**src/design/ipat_pkg.sv**
```systemverilog
// ----------------------------------------------------------------------------
// ipat_pkg
// codes, character constants and digit helpers for ip_address_to_text
// ----------------------------------------------------------------------------
`timescale 1ns / 1ps
`default_nettype none

package ipat_pkg;

    localparam logic [1:0] OP_IPV4    = 2'd0;
    localparam logic [1:0] OP_IPV6    = 2'd1;

    localparam logic [1:0] ST_OK      = 2'd0;
    localparam logic [1:0] ST_UNSUP   = 2'd1;
    localparam logic [1:0] ST_NOSPACE = 2'd2;

    localparam logic [7:0] CH_NUL     = 8'h00;
    localparam logic [7:0] CH_ZERO    = 8'h30;
    localparam logic [7:0] CH_DOT     = 8'h2e;
    localparam logic [7:0] CH_COLON   = 8'h3a;
    localparam logic [7:0] CH_LOWER_A = 8'h61;

    // what the text cursor points at
    typedef enum logic [1:0] {
        K_DIG,
        K_SEP,
        K_ZA,
        K_ZB
    } kind_t;

    typedef struct packed {
        kind_t      kind;
        logic [2:0] grp;
        logic [1:0] nib;
        logic       fin;
    } pos_t;

    function automatic logic [7:0] hex_char(input logic [3:0] nib);
        logic [7:0] ch;
        if (nib < 4'd10)
            ch = CH_ZERO + {4'd0, nib};
        else
            ch = CH_LOWER_A + {4'd0, nib} - 8'd10;
        return ch;
    endfunction

    // digit idx of an octet: 0 ones, 1 tens, 2 hundreds
    function automatic logic [3:0] dec_digit(input logic [7:0] v, input logic [1:0] idx);
        logic [1:0]  h;
        logic [6:0]  r;
        logic [14:0] prod;
        logic [3:0]  t;
        logic [3:0]  o;
        logic [3:0]  d;
        h    = (v >= 8'd200) ? 2'd2 : ((v >= 8'd100) ? 2'd1 : 2'd0);
        r    = 7'(v - ((h == 2'd2) ? 8'd200 : ((h == 2'd1) ? 8'd100 : 8'd0)));
        // reciprocal of ten, exact for r below one hundred
        prod = {8'd0, r} * 15'd205;
        t    = prod[14:11];
        o    = 4'(r - {3'd0, t} * 7'd10);
        case (idx)
            2'd2:    d = {2'd0, h};
            2'd1:    d = t;
            default: d = o;
        endcase
        return d;
    endfunction

    function automatic logic [1:0] lead_hex(input logic [15:0] w);
        logic [1:0] n;
        if (w[15:12] != 4'd0)
            n = 2'd3;
        else if (w[11:8] != 4'd0)
            n = 2'd2;
        else if (w[7:4] != 4'd0)
            n = 2'd1;
        else
            n = 2'd0;
        return n;
    endfunction

    function automatic logic [1:0] lead_dec(input logic [7:0] v);
        logic [1:0] n;
        n = (v >= 8'd100) ? 2'd2 : ((v >= 8'd10) ? 2'd1 : 2'd0);
        return n;
    endfunction

endpackage

`default_nettype wire

```
**src/design/ip_address_to_text.sv**
```systemverilog
// ----------------------------------------------------------------------------
// ip_address_to_text
// renders an IPv4 or IPv6 address as ASCII text, one character per item
// ----------------------------------------------------------------------------
//  channel   handshake             payload
//  in        in_valid / in_stall   operation, addr_high, addr_low, buffer_size
//  out       out_valid / out_stall character, status, last
//
//  one shared text cursor walks the address one character a cycle, held by out_stall while emitting
//  IPv4: setup, the n text characters, then NUL
//  IPv6: zero-run scan over the groups, a length pass, then the n text characters
//  and NUL; unsupported family or zero size give a single error item
//  in_stall is high from accept until the NUL or error item is registered
//  out_stall holds the output register and, while emitting, freezes the cursor
// ----------------------------------------------------------------------------
`timescale 1ns / 1ps
`default_nettype none

module ip_address_to_text
    import ipat_pkg::*;
(
    input  wire logic        clk,
    input  wire logic        rst_n,
    input  wire logic        in_valid,
    output logic             in_stall,
    input  wire logic [1:0]  operation,
    input  wire logic [63:0] addr_high,
    input  wire logic [63:0] addr_low,
    input  wire logic [6:0]  buffer_size,
    output logic             out_valid,
    input  wire logic        out_stall,
    output logic [7:0]       character,
    output logic [1:0]       status,
    output logic             last
);

    typedef enum logic [2:0] {
        S_IDLE,
        S_SCAN,
        S_START,
        S_COUNT,
        S_EMIT
    } state_t;

    state_t       state_reg,  state_next;
    logic         v6_reg,     v6_next;
    logic [127:0] addr_reg,   addr_next;
    logic [6:0]   size_reg,   size_next;
    logic [6:0]   lim_reg,    lim_next;
    logic [5:0]   cnt_reg,    cnt_next;
    logic [1:0]   st_reg,     st_next;
    pos_t         pos_reg,    pos_next;
    logic [3:0]   run_reg,    run_next;
    logic [2:0]   rstart_reg, rstart_next;
    logic [3:0]   best_reg,   best_next;
    logic [2:0]   bstart_reg, bstart_next;
    logic         ov_reg,     ov_next;
    logic [7:0]   ch_reg,     ch_next;
    logic [1:0]   status_reg, status_next;
    logic         last_reg,   last_next;

    logic         out_free;
    logic [15:0]  grp_cur;
    logic [7:0]   oct_cur;
    logic [2:0]   g_inc;
    logic [15:0]  grp_inc;
    logic [7:0]   oct_inc;
    logic [3:0]   g_skip;
    logic [15:0]  grp_skip;
    pos_t         pos_first;
    pos_t         pos_step;
    logic [7:0]   cur_char;
    logic [3:0]   run_inc;
    logic [2:0]   run_from;

    // cursor entry into a group: the compressed run or its leading digit
    function automatic pos_t enter_pos(
        input logic [2:0]  gi,
        input logic [15:0] gv,
        input logic [7:0]  ov,
        input logic        v6,
        input logic [3:0]  best,
        input logic [2:0]  bstart
    );
        pos_t p;
        p.grp  = gi;
        p.fin  = 1'b0;
        p.nib  = 2'd0;
        p.kind = K_DIG;
        if (v6 && (best != 4'd0) && (gi == bstart))
            p.kind = (gi == 3'd0) ? K_ZA : K_ZB;
        else
            p.nib = v6 ? lead_hex(gv) : lead_dec(ov);
        return p;
    endfunction

    assign grp_cur  = addr_reg[(7 - pos_reg.grp) * 16 +: 16];
    assign oct_cur  = addr_reg[(3 - pos_reg.grp[1:0]) * 8 +: 8];
    assign g_inc    = pos_reg.grp + 3'd1;
    assign grp_inc  = addr_reg[(7 - g_inc) * 16 +: 16];
    assign oct_inc  = addr_reg[(3 - g_inc[1:0]) * 8 +: 8];
    assign g_skip   = {1'b0, pos_reg.grp} + best_reg;
    assign grp_skip = addr_reg[(7 - g_skip[2:0]) * 16 +: 16];

    assign pos_first = enter_pos(3'd0, addr_reg[127:112], addr_reg[31:24], v6_reg,
                                 best_reg, bstart_reg);

    // the shared text cursor: current character and where it goes next
    always_comb
    begin
        cur_char = CH_COLON;
        pos_step = pos_reg;
        unique case (pos_reg.kind)
            K_DIG:
            begin
                cur_char = v6_reg ? hex_char(grp_cur[pos_reg.nib * 4 +: 4])
                                  : CH_ZERO + {4'd0, dec_digit(oct_cur, pos_reg.nib)};
                if (pos_reg.nib != 2'd0)
                    pos_step.nib = pos_reg.nib - 2'd1;
                else if (v6_reg ? (pos_reg.grp == 3'd7) : (pos_reg.grp == 3'd3))
                    pos_step.fin = 1'b1;
                else
                    pos_step.kind = K_SEP;
            end
            K_SEP:
            begin
                cur_char = v6_reg ? CH_COLON : CH_DOT;
                pos_step = enter_pos(g_inc, grp_inc, oct_inc, v6_reg, best_reg, bstart_reg);
            end
            K_ZA:
            begin
                pos_step.kind = K_ZB;
            end
            K_ZB:
            begin
                // jump past the zero run; a run to the end closes the text
                if (g_skip[3])
                    pos_step.fin = 1'b1;
                else
                    pos_step = enter_pos(g_skip[2:0], grp_skip, oct_cur, v6_reg,
                                         best_reg, bstart_reg);
            end
        endcase
    end

    assign out_free = !ov_reg || !out_stall;
    assign run_inc  = run_reg + 4'd1;
    assign run_from = (run_reg == 4'd0) ? pos_reg.grp : rstart_reg;

    always_comb
    begin
        state_next  = state_reg;
        v6_next     = v6_reg;
        addr_next   = addr_reg;
        size_next   = size_reg;
        lim_next    = lim_reg;
        cnt_next    = cnt_reg;
        st_next     = st_reg;
        pos_next    = pos_reg;
        run_next    = run_reg;
        rstart_next = rstart_reg;
        best_next   = best_reg;
        bstart_next = bstart_reg;
        ov_next     = out_free ? 1'b0 : ov_reg;
        ch_next     = ch_reg;
        status_next = status_reg;
        last_next   = last_reg;

        unique case (state_reg)
            S_IDLE:
            begin
                if (in_valid)
                begin
                    addr_next    = {addr_high, addr_low};
                    size_next    = buffer_size;
                    lim_next     = buffer_size - 7'd1;
                    v6_next      = (operation == OP_IPV6);
                    cnt_next     = 6'd0;
                    st_next      = ST_OK;
                    run_next     = 4'd0;
                    rstart_next  = 3'd0;
                    best_next    = 4'd0;
                    bstart_next  = 3'd0;
                    pos_next.grp = 3'd0;
                    pos_next.fin = 1'b0;
                    if ((operation != OP_IPV4) && (operation != OP_IPV6))
                    begin
                        st_next      = ST_UNSUP;
                        pos_next.fin = 1'b1;
                        state_next   = S_EMIT;
                    end
                    else if (buffer_size == 7'd0)
                    begin
                        st_next      = ST_NOSPACE;
                        pos_next.fin = 1'b1;
                        state_next   = S_EMIT;
                    end
                    else if (operation == OP_IPV6)
                        state_next = S_SCAN;
                    else
                        state_next = S_START;
                end
            end
            S_SCAN:
            begin
                // first longest run of zero groups, one group a cycle
                if (grp_cur == 16'd0)
                begin
                    run_next    = run_inc;
                    rstart_next = run_from;
                    if (run_inc > best_reg)
                    begin
                        best_next   = run_inc;
                        bstart_next = run_from;
                    end
                end
                else
                    run_next = 4'd0;
                if (pos_reg.grp == 3'd7)
                    state_next = S_START;
                else
                    pos_next.grp = g_inc;
            end
            S_START:
            begin
                pos_next   = pos_first;
                cnt_next   = 6'd0;
                state_next = v6_reg ? S_COUNT : S_EMIT;
            end
            S_COUNT:
            begin
                // length pass, the text must fit with its NUL
                cnt_next = cnt_reg + 6'd1;
                pos_next = pos_step;
                if (pos_step.fin)
                begin
                    cnt_next   = 6'd0;
                    state_next = S_EMIT;
                    if (({1'b0, cnt_reg} + 7'd2) > size_reg)
                    begin
                        st_next      = ST_NOSPACE;
                        pos_next.fin = 1'b1;
                    end
                    else
                        pos_next = pos_first;
                end
            end
            S_EMIT:
            begin
                if (out_free)
                begin
                    ov_next = 1'b1;
                    if (pos_reg.fin || ({1'b0, cnt_reg} == lim_reg))
                    begin
                        ch_next     = CH_NUL;
                        status_next = st_reg;
                        last_next   = 1'b1;
                        state_next  = S_IDLE;
                    end
                    else
                    begin
                        ch_next     = cur_char;
                        status_next = ST_OK;
                        last_next   = 1'b0;
                        cnt_next    = cnt_reg + 6'd1;
                        pos_next    = pos_step;
                    end
                end
            end
        endcase
    end

    always_ff @(posedge clk or negedge rst_n)
    begin
        if (!rst_n)
        begin
            state_reg  <= S_IDLE;
            v6_reg     <= 1'b0;
            addr_reg   <= '0;
            size_reg   <= '0;
            lim_reg    <= '0;
            cnt_reg    <= '0;
            st_reg     <= ST_OK;
            pos_reg    <= '0;
            run_reg    <= '0;
            rstart_reg <= '0;
            best_reg   <= '0;
            bstart_reg <= '0;
            ov_reg     <= 1'b0;
            ch_reg     <= CH_NUL;
            status_reg <= ST_OK;
            last_reg   <= 1'b0;
        end
        else
        begin
            state_reg  <= state_next;
            v6_reg     <= v6_next;
            addr_reg   <= addr_next;
            size_reg   <= size_next;
            lim_reg    <= lim_next;
            cnt_reg    <= cnt_next;
            st_reg     <= st_next;
            pos_reg    <= pos_next;
            run_reg    <= run_next;
            rstart_reg <= rstart_next;
            best_reg   <= best_next;
            bstart_reg <= bstart_next;
            ov_reg     <= ov_next;
            ch_reg     <= ch_next;
            status_reg <= status_next;
            last_reg   <= last_next;
        end
    end

    assign in_stall  = (state_reg != S_IDLE);
    assign out_valid = ov_reg;
    assign character = ch_reg;
    assign status    = status_reg;
    assign last      = last_reg;

endmodule

`default_nettype wire

```
**config.mk**
```make
export PLATFORM = sky130hd
export DESIGN_NAME = ip_address_to_text
export DESIGN_NICKNAME = d
export VERILOG_FILES = /design/src/design/ipat_pkg.sv /design/src/design/ip_address_to_text.sv
export SDC_FILE = /design/constraint.sdc
export NUM_CORES = 1
export LEC_CHECK = 0
export BUFFER_PORTS_ARGS = -buffer_cell sky130_fd_sc_hd__buf_2
export CORE_MARGIN = 10
export CORE_UTILIZATION = 59
export CTS_CLUSTER_DIAMETER = 100
export DETAILED_ROUTE_END_ITERATION = 6
export GPL_TIMING_DRIVEN = 0
export PLACE_DENSITY_LB_ADDON = 0.25
export SLEW_MARGIN = 20
export SYNTH_ARGS = -nofsm -noshare
export SYNTH_HDL_FRONTEND = slang
export SYNTH_SLANG_ARGS = --single-unit
export TNS_END_PERCENT = 100
```
**constraint.sdc**
```tcl
create_clock -name clk -period 8.5 [get_ports clk]
set_clock_uncertainty 0.1 [all_clocks]
set_input_delay 1.7 -clock clk [delete_from_list [all_inputs] [get_ports clk]]
set_output_delay 1.7 -clock clk [all_outputs]
set_load 0.02 [all_outputs]
```
==> out/results.tsv <==
stage	metric	value	unit
synth	Seq/Total Area, Yosys	38.5	%
synth	Syn Inst Count	1318	
routing	via count	10869	
grt	vias in the first global route	10775	
synth	Syn Area/Cell	9.21	µm²
routing	Routed Antenna Nets	0	
cells_and_area	most frequent cells in the layout	473 x nand2_1, 187 x dfrtp_1, 158 x buf_2, 67 x ha_1, 61 x mux4_2	
min_path	Worst Hold Class	reg2reg	
grt	GRT Util Overall	28.0	%
cells_and_area	max reg flops	128	
clock_tree	total CTS buffers	17	
sta	Setup violations, final	0	
clock_tree	maximum clock path buffer count	2	
critical_path	CP Max Fanout	10	
cells_and_area	Nets	1709	
critical_path	slowest CP cell	fa_1	
routing	DRT Wirelength	37400	µm
run	MaxCap Viol Count	0	
clock_tree	Worst-Skew Late Latency	0.45	ns
die	core area	20200	µm²
sta	final max-slew violation count	0	
placement	port bufs	152	
synth	Post-synth EDFFs	0	
min_path	hold path cells	2	
critical_path	CP Depth	31	
clock_tree	Post-CTS Repair Setup Buffers	0	
cells_and_area	Syn-to-layout area delta	14.8	%
critical_path	critical path class	reg2reg	
clock_tree	H-tree depth	4	
sta	Slew @ Worst Pin	1.04	ns
die	die width	163	µm
grt	Congestion Overflow GR	0	
grt	first-pass GRT wire length	58600	µm
die	initial cell density of the core	60.0	%
synth	Syn. warnings	0	
grt	met2 Resource Use GR	46.4	%
die	die area	26700	µm²
grt	M1 GR Usage	35.2	%
clock_tree	clk slew on worst S/H paths	0.08	ns
critical_path	CP arrival	8.36	ns
cells_and_area	ANT cells	0	
synth	Async S/R FF share, synth	100	%
critical_path	Crit path required time	8.78	ns
placement	routability-driven placement congestion ratio	1.02	
sta	Max-Slew Margin vs Limit	30.7	%
synth	#FFs+latches synth	187	
routing	DRC	0	
critical_path	reg-to-reg setup timing slack	0.41	ns
synth	Top FF cell, synth	dfrtp_1	
critical_path	R2R depth	31	
critical_path	critical path endpoint category	flop	
placement	hpwl dp	28800	µm
grt	met3 usage	5.26	%
sta	FMAX	0.124	GHz
routing	Initial DRC Count	914	
sta	RSZ-0062 raised after global routing	no	
routing	Routed WL per cell	21.1	µm
cells_and_area	commonest non-fill, non-tap cell in the layout	nand2_1	
grt	initial antenna violation count	0	
clock_tree	root buf cell	clkbuf_16	
cells_and_area	share of layout cells above drive strength 1	19.3	%
critical_path	CP top delay family	adder cells	
synth	post-synthesis cell type count	81	
clock_tree	CTS tree	yes	
die	IO Count	154	
critical_path	Most common cell on crit path	ha_1	
synth	syn nets	1537	
critical_path	Critical path buffers and inverters	8	
status	status	finished clean	
critical_path	Worst Setup Start Kind	flop	
die	site row count	52	
sta	final hold viol count	0	
cells_and_area	filler cell count	1594	
sta	setup tns final	0	ns
routing	routed vias/inst	6.13	
sta	ratio of final minimum period to clock period	95.1	%
grt	most used routing layer	met2	
critical_path	crit-path max cell delay	0.51	ns
sta	Min Clock Period, post-route	8.09	ns
die	die height	163	µm
clock_tree	# clock sinks	187	
synth	Cell Area, Synth	12100	µm²
grt	pin count of the biggest net entering global routing	97	
routing	Pre-antenna DRT Iters	5	
-- cells by family after synthesis --
kind of cell             after synthesis  synth area share, %
AO/OA/AOI/OAI                        172                 9.75
XOR/XNOR                              32                 2.31
adder cells (fa/ha/maj)               78                 8.72
buffers and inverters                120                 4.13
flip-flops                           187                 38.5
multiplexers                          89                 13.7
other                                  1               0.0309
AND/OR/NAND/NOR                      639                 22.8
-- cell usage after synthesis (all sizes together) (5+ instances only) --
cell | instances | area, µm²
or4 | 20 | 154
nand4 | 6 | 37.5
inv | 54 | 203
xor2 | 17 | 149
a211oi | 8 | 60.1
o21a | 5 | 37.5
nor3 | 19 | 95.1
nor2b | 6 | 37.5
mux2i | 19 | 190
clkbuf | 47 | 176
a22oi | 6 | 45.0
buf | 18 | 119
o22ai | 7 | 43.8
nand2b | 12 | 82.6
nand2 | 473 | 1780
fa | 11 | 220
dfrtp | 187 | 4680
a21oi | 22 | 110
mux4 | 61 | 1370
or3 | 7 | 43.8
or2 | 7 | 43.8
nand3 | 17 | 97.6
nor4 | 15 | 93.8
o41ai | 6 | 52.6
a31oi | 8 | 50.1
nor2 | 35 | 134
o21ai | 55 | 275
mux2 | 9 | 101
xnor2 | 15 | 131
o31ai | 8 | 60.1
ha | 67 | 838
-- worst min-delay path, stage by stage, from the launching register on --
cell,delay (ns)
dfrtp_1,0.34
nand2_1,0.05
nand2_1,0.05
-- timing repair --
action / 4_1_cts / 5_1_grt
hold buffers: 0 / 0
endpoints found under the setup margin: 0 / 2
gates resized for setup: 0 / 7
-- area by class of cell --
| cell class | instances | area, µm² | area share [%] |
|---|---|---|---|
| clock buffers | 17 | 425 | 3.05 |
| multi-input cells | 1011 | 6980 | 50.1 |
| plain buffers | 65 | 299 | 2.15 |
| flip-flops and latches | 187 | 4680 | 33.6 |
| repair buffers | 153 | 798 | 5.73 |
| inverters | 55 | 206 | 1.48 |
| clock inverters | 15 | 214 | 1.54 |
| well taps | 270 | 338 | 2.42 |
-- final timing paths --
| path | to | start |
|---|---|---|
| setup / recovery | character[2]$_DFFE_PN0P_ | pos_reg[4]$_DFFE_PN0P_ |
| hold / removal | addr_reg[64]$_DFFE_PN0P_ | addr_reg[64]$_DFFE_PN0P_ |
| setup reg to reg | character[2]$_DFFE_PN0P_ | pos_reg[4]$_DFFE_PN0P_ |
| hold reg to reg | addr_reg[64]$_DFFE_PN0P_ | addr_reg[64]$_DFFE_PN0P_ |
| max in group asynchronous | addr_reg[71]$_DFFE_PN0P_ | rst_n |
| min in group asynchronous | size_reg[4]$_DFFE_PN0P_ | rst_n |
-- stage by stage --
stage          cell area, µm²  utilization, %  hold slack (ns)  std cells  worst slack, ns
6_report                13900            68.9            0.376       1773            0.414
3_3_place_gp            13200            65.4            0.353       1740            0.460
3_5_place_dp            13300            65.6            0.359       1741            0.288
5_1_grt                 13900            68.9            0.409       1773           0.0611
2_1_floorplan           12100               -            0.340       1318             1.12
4_1_cts                 13900            68.8            0.377       1773            0.277
-- metal layers --
layer	routed length (µm)	vias to the layer above
li1	-	4951
met1	14600	5252
met2	18200	552
met3	2940	114
met4	1620	0
met5	0	-
Power is left out: the tool's default activity adds up to more than one toggle a clock period on the data nets, which glitch-free logic cannot reach.
